--- config.mk ---
export PLATFORM = sky130hd
export DESIGN_NAME = strip_cluster_accumulator
export DESIGN_NICKNAME = d
export VERILOG_FILES = /design/src/rtl/sca_pkg.sv /design/src/rtl/sca_cfg.sv /design/src/rtl/sca_ctrl.sv /design/src/rtl/sca_dp.sv /design/src/rtl/strip_cluster_accumulator.sv
export SDC_FILE = /design/constraint.sdc
export NUM_CORES = 2
export LEC_CHECK = 0
export ABC_AREA = 1
export BUFFER_PORTS_ARGS = -buffer_cell sky130_fd_sc_hd__buf_2
export CORE_MARGIN = 2
export CORE_UTILIZATION = 45
export CTS_CLUSTER_DIAMETER = 50
export CTS_CLUSTER_SIZE = 28
export DETAILED_ROUTE_END_ITERATION = 8
export PLACE_DENSITY = 0.62
export SYNTH_ARGS = -nofsm -noshare
export SYNTH_HDL_FRONTEND = slang
export SYNTH_SLANG_ARGS = --single-unit
--- constraint.sdc ---
create_clock -name clk -period 5.9 [get_ports clk]
set_clock_uncertainty 0.1 [all_clocks]
set_input_delay 1.475 -clock clk [delete_from_list [all_inputs] [get_ports clk]]
set_output_delay 1.475 -clock clk [all_outputs]
set_load 0.02 [all_outputs]
--- src/rtl/sca_pkg.sv ---
// shared types and constants of the strip cluster accumulator
// no dependencies
`default_nettype none

package sca_pkg;

	localparam int QB         = 18;
	localparam int DIV_CNT_W  = $clog2(QB);
	localparam int REM_W      = 17;
	localparam logic [21:0] CHARGE_MAX   = 22'h3FFFFF;
	localparam logic [17:0] CENTROID_MAX = 18'h3FFFF;

	localparam logic [3:0] REG_SEED_SIGMA  = 4'd0;
	localparam logic [3:0] REG_HIT_SIGMA   = 4'd1;
	localparam logic [3:0] REG_CHAN_LIMIT  = 4'd2;
	localparam logic [3:0] REG_SAT_LEVEL   = 4'd3;

	localparam logic [4:0]  SEED_SIGMA_RST = 5'd10;
	localparam logic [4:0]  HIT_SIGMA_RST  = 5'd5;
	localparam logic [9:0]  CHAN_LIMIT_RST = 10'd127;
	localparam logic [11:0] SAT_LEVEL_RST  = 12'd4095;

	typedef struct packed {
		logic [4:0]  seed_sigma;
		logic [4:0]  hit_sigma;
		logic [9:0]  channel_limit;
		logic [11:0] saturation_level;
	} cfg_t;

	typedef struct packed {
		logic ld_strip;
		logic upd;
		logic mul0;
		logic mul1;
		logic sum;
		logic chk;
		logic div_step;
		logic out_load;
	} dp_cmd_t;

	typedef struct packed {
		logic last;
		logic out_room;
	} dp_stat_t;

endpackage

`default_nettype wire

--- src/rtl/sca_cfg.sv ---
// configuration register file of the strip cluster accumulator
// depends on sca_pkg
`default_nettype none

module sca_cfg (
	input  wire              clk,
	input  wire              arst_n,
	input  wire              cfg_valid,
	output logic             cfg_ready,
	input  wire  [3:0]       cfg_index,
	input  wire  [11:0]      cfg_data,
	output sca_pkg::cfg_t    cfg
);
	import sca_pkg::*;

	cfg_t cfg_q;

	assign cfg_ready = 1'b1;
	assign cfg       = cfg_q;

	always_ff @(posedge clk or negedge arst_n) begin
		if (!arst_n) begin
			cfg_q.seed_sigma       <= SEED_SIGMA_RST;
			cfg_q.hit_sigma        <= HIT_SIGMA_RST;
			cfg_q.channel_limit    <= CHAN_LIMIT_RST;
			cfg_q.saturation_level <= SAT_LEVEL_RST;
		end else if (cfg_valid && cfg_ready) begin
			case (cfg_index)
				REG_SEED_SIGMA: cfg_q.seed_sigma       <= cfg_data[4:0];
				REG_HIT_SIGMA:  cfg_q.hit_sigma        <= cfg_data[4:0];
				REG_CHAN_LIMIT: cfg_q.channel_limit    <= cfg_data[9:0];
				REG_SAT_LEVEL:  cfg_q.saturation_level <= cfg_data;
				default: begin
				end
			endcase
		end
	end

endmodule

`default_nettype wire

--- src/rtl/sca_ctrl.sv ---
// sequencer of the strip cluster accumulator: strip update, centroid steps, output load
// depends on sca_pkg
`default_nettype none

module sca_ctrl (
	input  wire                 clk,
	input  wire                 arst_n,
	input  wire                 in_valid,
	output logic                in_stall,
	input  sca_pkg::dp_stat_t   stat,
	output sca_pkg::dp_cmd_t    cmd
);
	import sca_pkg::*;

	typedef enum logic [7:0] {
		S_IDLE  = 8'b0000_0001,
		S_STRIP = 8'b0000_0010,
		S_MUL0  = 8'b0000_0100,
		S_MUL1  = 8'b0000_1000,
		S_SUM   = 8'b0001_0000,
		S_CHK   = 8'b0010_0000,
		S_DIV   = 8'b0100_0000,
		S_LOAD  = 8'b1000_0000
	} state_t;

	state_t state_q, state_d;
	logic [DIV_CNT_W-1:0] cnt_q;

	assign in_stall = (state_q != S_IDLE);

	always_comb begin
		state_d = state_q;
		cmd     = '0;
		case (state_q)
			S_IDLE: begin
				if (in_valid) begin
					cmd.ld_strip = 1'b1;
					state_d      = S_STRIP;
				end
			end
			S_STRIP: begin
				cmd.upd = 1'b1;
				state_d = stat.last ? S_MUL0 : S_IDLE;
			end
			S_MUL0: begin
				cmd.mul0 = 1'b1;
				state_d  = S_MUL1;
			end
			S_MUL1: begin
				cmd.mul1 = 1'b1;
				state_d  = S_SUM;
			end
			S_SUM: begin
				cmd.sum = 1'b1;
				state_d = S_CHK;
			end
			S_CHK: begin
				cmd.chk = 1'b1;
				state_d = S_DIV;
			end
			S_DIV: begin
				cmd.div_step = 1'b1;
				if (cnt_q == DIV_CNT_W'(QB - 1))
					state_d = S_LOAD;
			end
			S_LOAD: begin
				if (stat.out_room) begin
					cmd.out_load = 1'b1;
					state_d      = S_IDLE;
				end
			end
			default: state_d = S_IDLE;
		endcase
	end

	always_ff @(posedge clk or negedge arst_n) begin
		if (!arst_n) begin
			state_q <= S_IDLE;
			cnt_q   <= '0;
		end else begin
			state_q <= state_d;
			if (cmd.chk)
				cnt_q <= '0;
			else if (cmd.div_step)
				cnt_q <= cnt_q + 1'b1;
		end
	end

endmodule

`default_nettype wire

--- src/rtl/sca_dp.sv ---
// datapath of the strip cluster accumulator: strip classification, cluster sums,
// shared centroid multiplier, restoring divider and output register; depends on sca_pkg
`default_nettype none

module sca_dp #(
	parameter  int MAX_STRIPS   = 64,
	parameter  int CHANNEL_BITS = 10,
	localparam int CNT_W        = $clog2(MAX_STRIPS + 1)
) (
	input  wire                     clk,
	input  wire                     arst_n,
	input  sca_pkg::cfg_t           cfg,
	input  sca_pkg::dp_cmd_t        cmd,
	output sca_pkg::dp_stat_t       stat,
	input  wire  [CHANNEL_BITS-1:0] channel,
	input  wire  [11:0]             adc,
	input  wire  [15:0]             ped_mean,
	input  wire  [15:0]             ped_sigma,
	input  wire                     last_strip,
	output logic                    out_valid,
	input  wire                     out_stall,
	output logic [CNT_W-1:0]        strip_count,
	output logic [CNT_W-1:0]        seed_count,
	output logic [CNT_W-1:0]        hit_count,
	output logic [CNT_W-1:0]        miss_count,
	output logic [9:0]              peak_channel,
	output logic [15:0]             peak_signal,
	output logic [21:0]             cluster_charge,
	output logic [17:0]             centroid,
	output logic                    centroid_valid,
	output logic                    golden_gate,
	output logic                    saturated
);
	import sca_pkg::*;

	localparam int CB     = CHANNEL_BITS;
	localparam int CW     = (CB > 10) ? CB : 10;
	localparam int PROD_W = CB + 19;
	localparam int NUM_W  = PROD_W + 9;

	function automatic logic [CNT_W-1:0] sat_inc(input logic [CNT_W-1:0] c);
		return (c < CNT_W'(MAX_STRIPS)) ? c + 1'b1 : c;
	endfunction

	// strip input stage
	logic [CB-1:0]      ch_s1;
	logic [11:0]        adc_s1;
	logic [15:0]        ps_s1;
	logic signed [17:0] sig_s1;
	logic               rng_s1;
	logic               last_s1;

	always_ff @(posedge clk) begin
		if (cmd.ld_strip) begin
			ch_s1   <= channel;
			adc_s1  <= adc;
			ps_s1   <= ped_sigma;
			sig_s1  <= $signed({2'b00, adc, 4'b0000}) - $signed({2'b00, ped_mean});
			rng_s1  <= (CW'(channel) <= CW'(cfg.channel_limit));
			last_s1 <= last_strip;
		end
	end

	// cluster state
	logic [CNT_W-1:0]   strip_cnt_q, seed_cnt_q, hit_cnt_q, miss_cnt_q;
	logic [21:0]        charge_q;
	logic [15:0]        peak_q;
	logic [CB-1:0]      peak_chan_q;
	logic signed [17:0] prev_sig_q;
	logic [CB-1:0]      prev_ch_q;
	logic signed [17:0] left_sig_q, right_sig_q;
	logic [CB-1:0]      left_ch_q, right_ch_q;
	logic               pending_q;
	logic [CB-1:0]      lseed_ch_q;
	logic               lseed_vld_q;
	logic               gap_q, sat_q;

	// classification
	logic [20:0]        seed_thr, hit_thr;
	logic signed [21:0] sig_x;
	logic               sig_pos, is_seed, is_hit, peak_gt;
	logic [22:0]        chg_sum;
	logic [CB:0]        lseed_nxt;

	assign seed_thr  = cfg.seed_sigma * ps_s1;
	assign hit_thr   = cfg.hit_sigma * ps_s1;
	assign sig_x     = {{4{sig_s1[17]}}, sig_s1};
	assign sig_pos   = !sig_s1[17] && (sig_s1 != '0);
	assign is_seed   = (ps_s1 == '0) ? sig_pos : (sig_x > $signed({1'b0, seed_thr}));
	assign is_hit    = !is_seed &&
	                   ((ps_s1 == '0) ? sig_pos : (sig_x > $signed({1'b0, hit_thr})));
	assign peak_gt   = sig_s1 > $signed({2'b00, peak_q});
	assign chg_sum   = {1'b0, charge_q} + {6'b0, sig_s1[16:0]};
	assign lseed_nxt = {1'b0, lseed_ch_q} + 1'b1;

	always_ff @(posedge clk or negedge arst_n) begin
		if (!arst_n) begin
			strip_cnt_q <= '0;
			seed_cnt_q  <= '0;
			hit_cnt_q   <= '0;
			miss_cnt_q  <= '0;
			charge_q    <= '0;
			peak_q      <= '0;
			peak_chan_q <= '0;
			prev_sig_q  <= '0;
			prev_ch_q   <= '0;
			left_sig_q  <= '0;
			left_ch_q   <= '0;
			right_sig_q <= '0;
			right_ch_q  <= '0;
			pending_q   <= 1'b0;
			lseed_ch_q  <= '0;
			lseed_vld_q <= 1'b0;
			gap_q       <= 1'b0;
			sat_q       <= 1'b0;
		end else if (cmd.out_load) begin
			strip_cnt_q <= '0;
			seed_cnt_q  <= '0;
			hit_cnt_q   <= '0;
			miss_cnt_q  <= '0;
			charge_q    <= '0;
			peak_q      <= '0;
			peak_chan_q <= '0;
			prev_sig_q  <= '0;
			prev_ch_q   <= '0;
			left_sig_q  <= '0;
			left_ch_q   <= '0;
			right_sig_q <= '0;
			right_ch_q  <= '0;
			pending_q   <= 1'b0;
			lseed_ch_q  <= '0;
			lseed_vld_q <= 1'b0;
			gap_q       <= 1'b0;
			sat_q       <= 1'b0;
		end else if (cmd.upd && rng_s1) begin
			if (is_seed)
				seed_cnt_q <= sat_inc(seed_cnt_q);
			else if (is_hit)
				hit_cnt_q <= sat_inc(hit_cnt_q);
			else
				miss_cnt_q <= sat_inc(miss_cnt_q);
			if (is_seed || is_hit)
				charge_q <= chg_sum[22] ? CHARGE_MAX : chg_sum[21:0];
			if (adc_s1 >= cfg.saturation_level)
				sat_q <= 1'b1;
			if (is_seed) begin
				if (lseed_vld_q && (lseed_nxt != {1'b0, ch_s1}))
					gap_q <= 1'b1;
				lseed_ch_q  <= ch_s1;
				lseed_vld_q <= 1'b1;
			end
			if (peak_gt) begin
				peak_q      <= sig_s1[15:0];
				peak_chan_q <= ch_s1;
				left_sig_q  <= (strip_cnt_q != '0) ? prev_sig_q : '0;
				left_ch_q   <= (strip_cnt_q != '0) ? prev_ch_q : '0;
				right_sig_q <= '0;
				right_ch_q  <= '0;
				pending_q   <= 1'b1;
			end else if (pending_q) begin
				right_sig_q <= sig_s1;
				right_ch_q  <= ch_s1;
				pending_q   <= 1'b0;
			end
			prev_sig_q  <= sig_s1;
			prev_ch_q   <= ch_s1;
			strip_cnt_q <= sat_inc(strip_cnt_q);
		end
	end

	// centroid: larger neighbour, shared multiplier, sum, divide
	logic signed [17:0]       ns;
	logic [CB-1:0]            nch;
	logic [CB-1:0]            mul_a;
	logic signed [17:0]       mul_b;
	logic signed [PROD_W-1:0] mul_p;
	logic signed [PROD_W-1:0] prod_q, acc_q;
	logic signed [NUM_W-1:0]  num_q;
	logic signed [18:0]       den_q;
	logic [NUM_W-1:0]         num_u;
	logic [REM_W-1:0]         den_u;
	logic [REM_W-1:0]         rem_q;
	logic [QB-1:0]            quo_q;
	logic [REM_W:0]           trial;
	logic                     cval_q, pos_q, ovf_q;

	assign ns    = (left_sig_q < right_sig_q) ? right_sig_q : left_sig_q;
	assign nch   = (left_sig_q < right_sig_q) ? right_ch_q : left_ch_q;
	assign mul_a = cmd.mul1 ? nch : peak_chan_q;
	assign mul_b = cmd.mul1 ? ns : $signed({2'b00, peak_q});
	assign mul_p = $signed({1'b0, mul_a}) * mul_b;
	assign num_u = $unsigned(num_q);
	assign den_u = den_q[REM_W-1:0];
	assign trial = {rem_q, quo_q[QB-1]};

	always_ff @(posedge clk) begin
		if (cmd.mul0 || cmd.mul1)
			prod_q <= mul_p;
		if (cmd.mul1)
			acc_q <= prod_q;
		if (cmd.sum) begin
			num_q <= (NUM_W'(acc_q) + NUM_W'(prod_q)) <<< 8;
			den_q <= $signed({3'b000, peak_q}) + $signed({ns[17], ns});
		end
		if (cmd.chk) begin
			cval_q <= (peak_q != '0) && !den_q[18] && (den_q != '0);
			pos_q  <= !num_q[NUM_W-1] && (num_q != '0);
			ovf_q  <= (num_u >> QB) >= NUM_W'(den_u);
			rem_q  <= REM_W'(num_u >> QB);
			quo_q  <= num_u[QB-1:0];
		end else if (cmd.div_step) begin
			if (trial >= {1'b0, den_u}) begin
				rem_q <= REM_W'(trial - {1'b0, den_u});
				quo_q <= {quo_q[QB-2:0], 1'b1};
			end else begin
				rem_q <= trial[REM_W-1:0];
				quo_q <= {quo_q[QB-2:0], 1'b0};
			end
		end
	end

	// output register
	logic out_valid_q;

	assign out_valid     = out_valid_q;
	assign stat.last     = last_s1;
	assign stat.out_room = !out_valid_q || !out_stall;

	always_ff @(posedge clk or negedge arst_n) begin
		if (!arst_n)
			out_valid_q <= 1'b0;
		else if (cmd.out_load)
			out_valid_q <= 1'b1;
		else if (!out_stall)
			out_valid_q <= 1'b0;
	end

	always_ff @(posedge clk) begin
		if (cmd.out_load) begin
			strip_count    <= strip_cnt_q;
			seed_count     <= seed_cnt_q;
			hit_count      <= hit_cnt_q;
			miss_count     <= miss_cnt_q;
			peak_channel   <= 10'(peak_chan_q);
			peak_signal    <= peak_q;
			cluster_charge <= charge_q;
			centroid       <= !(cval_q && pos_q) ? '0 : (ovf_q ? CENTROID_MAX : quo_q);
			centroid_valid <= cval_q;
			golden_gate    <= gap_q && (strip_cnt_q >= CNT_W'(3));
			saturated      <= sat_q;
		end
	end

endmodule

`default_nettype wire

--- src/rtl/strip_cluster_accumulator.sv ---
// top level of the strip cluster accumulator: config registers, sequencer, datapath
// depends on sca_pkg, sca_cfg, sca_ctrl, sca_dp
//
// channel  direction  handshake               word
// in       input      in_valid / in_stall     one strip
// out      output     out_valid / out_stall   one cluster summary
// cfg      input      cfg_valid / cfg_ready   register index and data
//
// a strip is captured, then classified and its cluster sums are updated
// the last strip then adds 2 shared multiplier passes, sum, range check,
// then the one-bit-a-step restoring divider, then the output load
// the output register lets new strips in while a summary waits on out_stall;
// a second summary waits in the load step until the register is free
// reset clears all cluster state and the config registers to their defaults
`default_nettype none

module strip_cluster_accumulator #(
	parameter  int MAX_STRIPS   = 64,
	parameter  int CHANNEL_BITS = 10,
	localparam int CNT_W        = $clog2(MAX_STRIPS + 1)
) (
	input  wire                     clk,
	input  wire                     arst_n,
	input  wire                     cfg_valid,
	output logic                    cfg_ready,
	input  wire  [3:0]              cfg_index,
	input  wire  [11:0]             cfg_data,
	input  wire                     in_valid,
	output logic                    in_stall,
	input  wire  [CHANNEL_BITS-1:0] channel,
	input  wire  [11:0]             adc,
	input  wire  [15:0]             ped_mean,
	input  wire  [15:0]             ped_sigma,
	input  wire                     last_strip,
	output logic                    out_valid,
	input  wire                     out_stall,
	output logic [CNT_W-1:0]        strip_count,
	output logic [CNT_W-1:0]        seed_count,
	output logic [CNT_W-1:0]        hit_count,
	output logic [CNT_W-1:0]        miss_count,
	output logic [9:0]              peak_channel,
	output logic [15:0]             peak_signal,
	output logic [21:0]             cluster_charge,
	output logic [17:0]             centroid,
	output logic                    centroid_valid,
	output logic                    golden_gate,
	output logic                    saturated
);
	import sca_pkg::*;

	cfg_t     cfg;
	dp_cmd_t  cmd;
	dp_stat_t stat;

	sca_cfg u_cfg (
		.clk       (clk),
		.arst_n    (arst_n),
		.cfg_valid (cfg_valid),
		.cfg_ready (cfg_ready),
		.cfg_index (cfg_index),
		.cfg_data  (cfg_data),
		.cfg       (cfg)
	);

	sca_ctrl u_ctrl (
		.clk      (clk),
		.arst_n   (arst_n),
		.in_valid (in_valid),
		.in_stall (in_stall),
		.stat     (stat),
		.cmd      (cmd)
	);

	sca_dp #(
		.MAX_STRIPS   (MAX_STRIPS),
		.CHANNEL_BITS (CHANNEL_BITS)
	) u_dp (
		.clk            (clk),
		.arst_n         (arst_n),
		.cfg            (cfg),
		.cmd            (cmd),
		.stat           (stat),
		.channel        (channel),
		.adc            (adc),
		.ped_mean       (ped_mean),
		.ped_sigma      (ped_sigma),
		.last_strip     (last_strip),
		.out_valid      (out_valid),
		.out_stall      (out_stall),
		.strip_count    (strip_count),
		.seed_count     (seed_count),
		.hit_count      (hit_count),
		.miss_count     (miss_count),
		.peak_channel   (peak_channel),
		.peak_signal    (peak_signal),
		.cluster_charge (cluster_charge),
		.centroid       (centroid),
		.centroid_valid (centroid_valid),
		.golden_gate    (golden_gate),
		.saturated      (saturated)
	);

	a_one_strip_at_a_time: assert property (@(posedge clk) disable iff (!arst_n)
		(in_valid && !in_stall) |=> in_stall)
		else $error("strip accepted while previous strip still in work");

	a_centroid_zero_if_invalid: assert property (@(posedge clk) disable iff (!arst_n)
		(out_valid && !centroid_valid) |-> (centroid == '0))
		else $error("centroid nonzero without a valid denominator");

	a_counts_bounded: assert property (@(posedge clk) disable iff (!arst_n)
		out_valid |-> ((seed_count <= strip_count) && (hit_count <= strip_count)
		               && (miss_count <= strip_count)))
		else $error("class count above strip count");

	a_gate_needs_two_seeds: assert property (@(posedge clk) disable iff (!arst_n)
		(out_valid && golden_gate) |-> (seed_count >= CNT_W'(2)))
		else $error("golden gate flagged with fewer than two seeds");

endmodule

`default_nettype wire

## Word level (Yosys, flattened, before mapping)

Index checks and enable logic that the tools add are counted.

| word-level totals | value |
|---|---|
| input port bits | 76 |
| ROM bits | 0 |
| logic and storage cells | 247 |
| RAM bits | 0 |
| latch bits | 0 |
| register bits | 519 |
| memories kept | 0 |

| cells by class | value |
|---|---|
| $lt $le $gt $ge | 13 |
| equal/unequal tests | 20 |
| mux-type cells | 95 |
| $mul | 3 |
| divide/modulo/power cells | 0 |
| reductions and logical operators | 53 |
| add/subtract/negate cells | 11 |
| bitwise operators | 0 |
| shift operators | 0 |

Operators by type and width:

| operator | number |
|---|---|
| 18-bit two-way mux | 15 |
| 10-bit two-way mux | 18 |
| 7-bit two-way mux | 17 |
| 22-bit two-way mux | 4 |
| 8-bit one-hot mux with 8 select lines | 1 |
| 17-bit two-way mux | 3 |
| 16-bit two-way mux | 3 |
| 17-bit by 22-bit > comparator with 1-bit output | 2 |
| 5-bit by 16-bit multiplier with 21-bit output | 2 |
| 38-bit nonzero test | 1 |
| 29-bit by 29-bit adder with 30-bit output | 1 |
| 11-bit by 18-bit multiplier with 29-bit output | 1 |
| 7-bit by 1-bit adder with 7-bit output, second input constant | 4 |
| 7-bit < comparator, second input constant | 4 |
| 1-bit two-way mux | 28 |
| 8-bit two-way mux | 3 |
| 2-bit nonzero test | 12 |
| 22-bit by 17-bit adder with 23-bit output | 1 |
| 20-bit by 17-bit greater-or-equal comparator with 1-bit output | 1 |
| 2-bit AND reduction | 10 |
| 17-bit by 18-bit adder with 19-bit output | 1 |
| 19-bit nonzero test | 1 |
| 18-bit by 17-bit greater-or-equal comparator with 1-bit output | 1 |
| 18-bit < comparator | 1 |
| other kinds (36) | 60 |

## Longest topological paths before layout

| logic depth | value |
|---|---|
| word-level depth | 9 |
| mapped depth | 43 |

## Cells and area by module

From an unflattened synthesis, not the netlist that was laid out.

| second synthesis, totals | value |
|---|---|
| cell total of the unflattened synthesis | 4462 |
| area, all modules | 39196.3 sq um |

By module, submodules not included:

| module | cells an instance | times used | area an instance (sq um) |
|---|---|---|---|
| sca_dp | 4206 | 1 | 36904.1 |
| sca_cfg | 150 | 1 | 1455.1 |
| sca_ctrl | 106 | 1 | 837.1 |

## Worst setup path before layout

Ideal clock, no wire load.

| timing path | value |
|---|---|
| path type | register to register |
| from | register u_dp.left_sig_q[16] |
| to | register u_dp.prod_q[25], data pin |
| path buffers | 2 |
| data required time | 5538 ps |
| setup slack | -631 ps |
| cell stages (with the launch flop) | 30 |
| period minus slack after synthesis | 6531 ps |
| data arrival time | 6169 ps |
| cell sequence | dfrtp_1 ha_1 inv_2 nor4_4 o211ai_1 nand4_1 nand2_4 buf_6 o211ai_1 nand2_1 inv_2 buf_4 nand2_1 fa_1 inv_1 fa_1 fa_1 fa_1 inv_1 fa_1 inv_1 ha_1 nand2_1 nor2_1 nand2_1 o21ai_0 nand2_1 o221ai_1 a21oi_1 xor2_1 |

| on the way | value |
|---|---|
| cells in the longest elaborated chain, start to end | 4 |
| elaborated cells between the ends (all ways) | 6 |

RTL lines:

| item | line | RTL |
|---|---|---|
| from (decl) | sca_dp.sv:71 | `logic signed [17:0] left_sig_q, right_sig_q;` |
| from (signal assigned) | sca_dp.sv:155 | `left_sig_q <= (strip_cnt_q != '0) ? prev_sig_q : '0;` |
| 18-bit < comparator | sca_dp.sv:187, sca_dp.sv:188 |  |
| 10-bit two-way mux / 18-bit two-way mux (equally long branches) | sca_dp.sv:188, sca_dp.sv:187 |  |
| 10-bit two-way mux / 18-bit two-way mux (equally long branches) | sca_dp.sv:189, sca_dp.sv:190 |  |
| 11-bit by 18-bit multiplier with 29-bit output * | sca_dp.sv:191 | `assign mul_p = $signed({1'b0, mul_a}) * mul_b;` |
| net u_dp.mul_p[25] | sca_dp.sv:176 | `logic signed [PROD_W-1:0] mul_p;` |
| to (signal assigned) | sca_dp.sv:198 | `prod_q <= mul_p;` |
| to (decl) | sca_dp.sv:177 | `logic signed [PROD_W-1:0] prod_q, acc_q;` |

The timed path passes the listed nets; every way through them passes the cells marked *.
A chain may end at the register's enable or synchronous reset.

## Worst setup path after layout

| timing path | value |
|---|---|
| from | register u_dp.left_sig_q[10] |
| to | register u_dp.prod_q[28], data pin |

The elaborated chain is that of the path after synthesis.

==> flow_metrics.tcl <==
set metrics [dict create \
    drv_cap 0 \
    grt_remaining_overflow 0 \
    root_buffer "clkbuf_16" \
    cp-start-kind "flip-flop" \
    clkTransAtPathRegs_ns 0.07 \
    syn-num-nets 5140 \
    yosys.area_share.simple 0.181 \
    ys_seq_area_frac 0.367 \
    ys_top_cells_by_area "edfxtp_1, fa_1, dfrtp_1" \
    dieArea_sq_mm 0.0897 \
    antenna_found_initial 3 \
    crit_type "reg -> reg" \
    syn_inst 4491 \
    dpl.hpwl_um 82300 \
    ys.warnings.count 0 \
    post-route-period-util 1.15 \
    firstDrtPassIters 6 \
    drtAntennaViolNets 0 \
    synth_mux_area_frac 0 \
    post_drt_via_cell_ratio 5.07 \
    cts_made_buffers 67 \
    synth_xor_area_frac 0.0365 \
    tns_ns -13.86 \
    relSlewSlack 0.135 \
    period_needed_ns 6.78 \
    clock.fmax_mhz 147 \
    htree_levels 3 \
    grt.total_usage 0.238 \
    cts_max_path_buffers 3 \
    synthesis.area_sq_mm 0.0393 \
    fp.dieW_um 300 \
    cts_tree "built" \
    hold_violations 0 \
    rsz0062_at_grt "true" \
    drv_slew 0 \
    clk_latency_ns 0.64 \
    crit_fanout 4 \
    setup_viol 21 \
    seqCellArea_sq_mm 0.0144 \
    crit_top_cell "fa_1" \
    wirelength_um 107000 \
    utilization 0.563 \
    drc 0 \
    critPathSlowestCell "fa_1" \
    synth_top_cell_area_share 0.228 \
    cp.arrival_ns 7.09 \
    initial_core_util 0.454 \
    finalWorstSetupSlack_ns -0.885 \
    grt_max_degree 107 \
    end_kind "flip-flop" \
    grt_pass1_vias 31200 \
    tightest_slew_ns 1.29 \
    portBuffers 174 \
    multiInputGateArea_sq_mm 0.0229 \
    cts_sinks 516 \
    async_reset_ff_frac 0.421 \
    worstHoldPathType "reg -> reg" \
    first_iter_violations 1814 \
    top_level_ports 176 \
    synth_top_family_by_area "adder cells" \
    fp.coreArea_sq_mm 0.0866 \
    synth-seq-cells 516 \
    area_growth_pct 24.1 \
    avgSynthCellArea_sq_um 8.75 \
    drive_above_1_share 0.232 \
    synth_compound_area_frac 0.0926 \
    nets 5689 \
    wl_per_cell_um 17.2 \
    dr_total_vias 31700 \
    num_rows 108 \
    synth_fa_ha_area_frac 0.229 \
    cp_slowest_stage_delay_ns 0.54 \
    yosysTopAreaCell "edfxtp_1" \
    die_y_um 300 \
    cp.required_ns 6.20 \
    synth.distinct_cells 69 \
    place_congestion 0.909 \
    ys.flop_type "edfxtp_1" \
    synth_edf_count 299 \
    violations "setup timing" \
    grt_pass1_wl_um 169000 \
    fill_cells 7708 \
    status "complete, but fails checks" \
]
[worst paths after layout]
kind / slack, ns / cells past startpoint / to / startpoint
worst max-delay path: -0.88 / 31 / u_dp.prod_q[28] / u_dp.left_sig_q[10]
worst min-delay path: 0.36 / 0 / u_dp.seed_count[6] / u_dp.seed_cnt_q[6]
worst max register to register: -0.88 / 31 / u_dp.prod_q[28] / u_dp.left_sig_q[10]
worst min register to register: 0.36 / 0 / u_dp.seed_count[6] / u_dp.seed_cnt_q[6]
max in group asynchronous: 3.77 / 2 / u_dp.peak_q[11] / arst_n
min in group asynchronous: 0.79 / 1 / u_dp.charge_q[14] / arst_n
[synth_stat cells (all sizes together) (52+ instances only)]
cell / instances
o21ai: 284
nand2: 1038
ha: 329
xnor2: 52
a21oi: 235
nand3: 154
nor2: 306
edfxtp: 299
clkbuf: 83
fa: 244
xor2: 112
dfrtp: 193
inv: 823
[cell type report]
cell class | count | area share
clock inverter | 47 | 0.0111
clock buffer | 77 | 0.0366
sequential | 516 | 0.296
tap | 1155 | 0.0296
timing repair inverter | 1 | 0.000154
multi-input combinational | 3033 | 0.469
inverter | 825 | 0.0639
timing repair buffer | 596 | 0.0930
antenna | 3 | 0.000154
[cells in the final DEF (no fill, tap or decap), types with 35 or more instances in the layout]
cell type / n
edfxtp_1: 299
nor3_1: 35
inv_2: 74
ha_4: 51
nand4_1: 35
dfrtp_1: 190
xnor2_1: 52
clkbuf_16: 73
buf_6: 45
buf_2: 173
inv_1: 744
nand2_2: 64
nand3_1: 117
buf_4: 353
ha_1: 275
xor2_1: 108
fa_1: 227
o21ai_0: 218
a21oi_1: 196
nand2_1: 945
nor2_1: 264
[stage by stage]
stage          worst slack [ns]  cells  cell area [sq um]  hold slack [ns]
2_1_floorplan            -0.385   4491              39700            0.325
3_3_place_gp             -0.857   6037              44200            0.332
3_5_place_dp             -0.961   6037              44200            0.336
4_1_cts                  -0.791   6196              47100            0.350
5_1_grt                   -1.20   6252              48800            0.363
6_report                 -0.885   6253              48800            0.358
[registers in the layout, indices dropped and copies added (netlist names), 12 cells and up]
signal,flops
u_dp.ps_s1,16
u_dp.right_sig_q,17
u_dp.prev_sig_q,17
u_dp.rem_q,17
u_dp.peak_q,16
u_dp.adc_s1,12
u_dp.prod_q,29
u_dp.num_q,30
u_dp.peak_signal,16
u_dp.cluster_charge,22
u_dp.acc_q,29
u_dp.centroid,18
u_dp.left_sig_q,17
u_dp.quo_q,18
u_dp.sig_s1,17
u_cfg.cfg,32
u_dp.charge_q,22
u_dp.den_q,19
[worst max-delay path: cells and delay by family, from the launching register on]
family                     cells  cell delay, ns
xor gates and xnor gates       1            0.16
adders and majority gates      7            3.01
AOI/OAI and AO/OA              7            1.06
DFF                            1            0.41
buffers and inverters          7            0.72
and+or+nand+nor                9            1.11
[repair_timing]
action,in CTS,in global routing
gates resized for setup,91,269
setup buffers,34,54
hold buffers,0,0
cloned,1,4
pin swaps,83,212
setup endpoints to repair,50,79
[per-layer routing]
layer  GRT usage  up-vias  routed length, um
met5           0        -                  0
met4      0.0945        0               4440
met3      0.0361      206               5150
met2       0.411      705              52800
met1       0.300    15200              44900
li1            -    15600                  -
[cells by family after synthesis]
kind of cell               after synthesis
AOI/OAI and AO/OA                      647
DFF                                    516
adders and majority gates              573
and+or+nand+nor                       1648
xor gates and xnor gates               164
buffers and inverters                  942
other                                    1
Power is left out: the tool's default activity adds up to more than one toggle a clock period on the data nets, which glitch-free logic cannot reach.
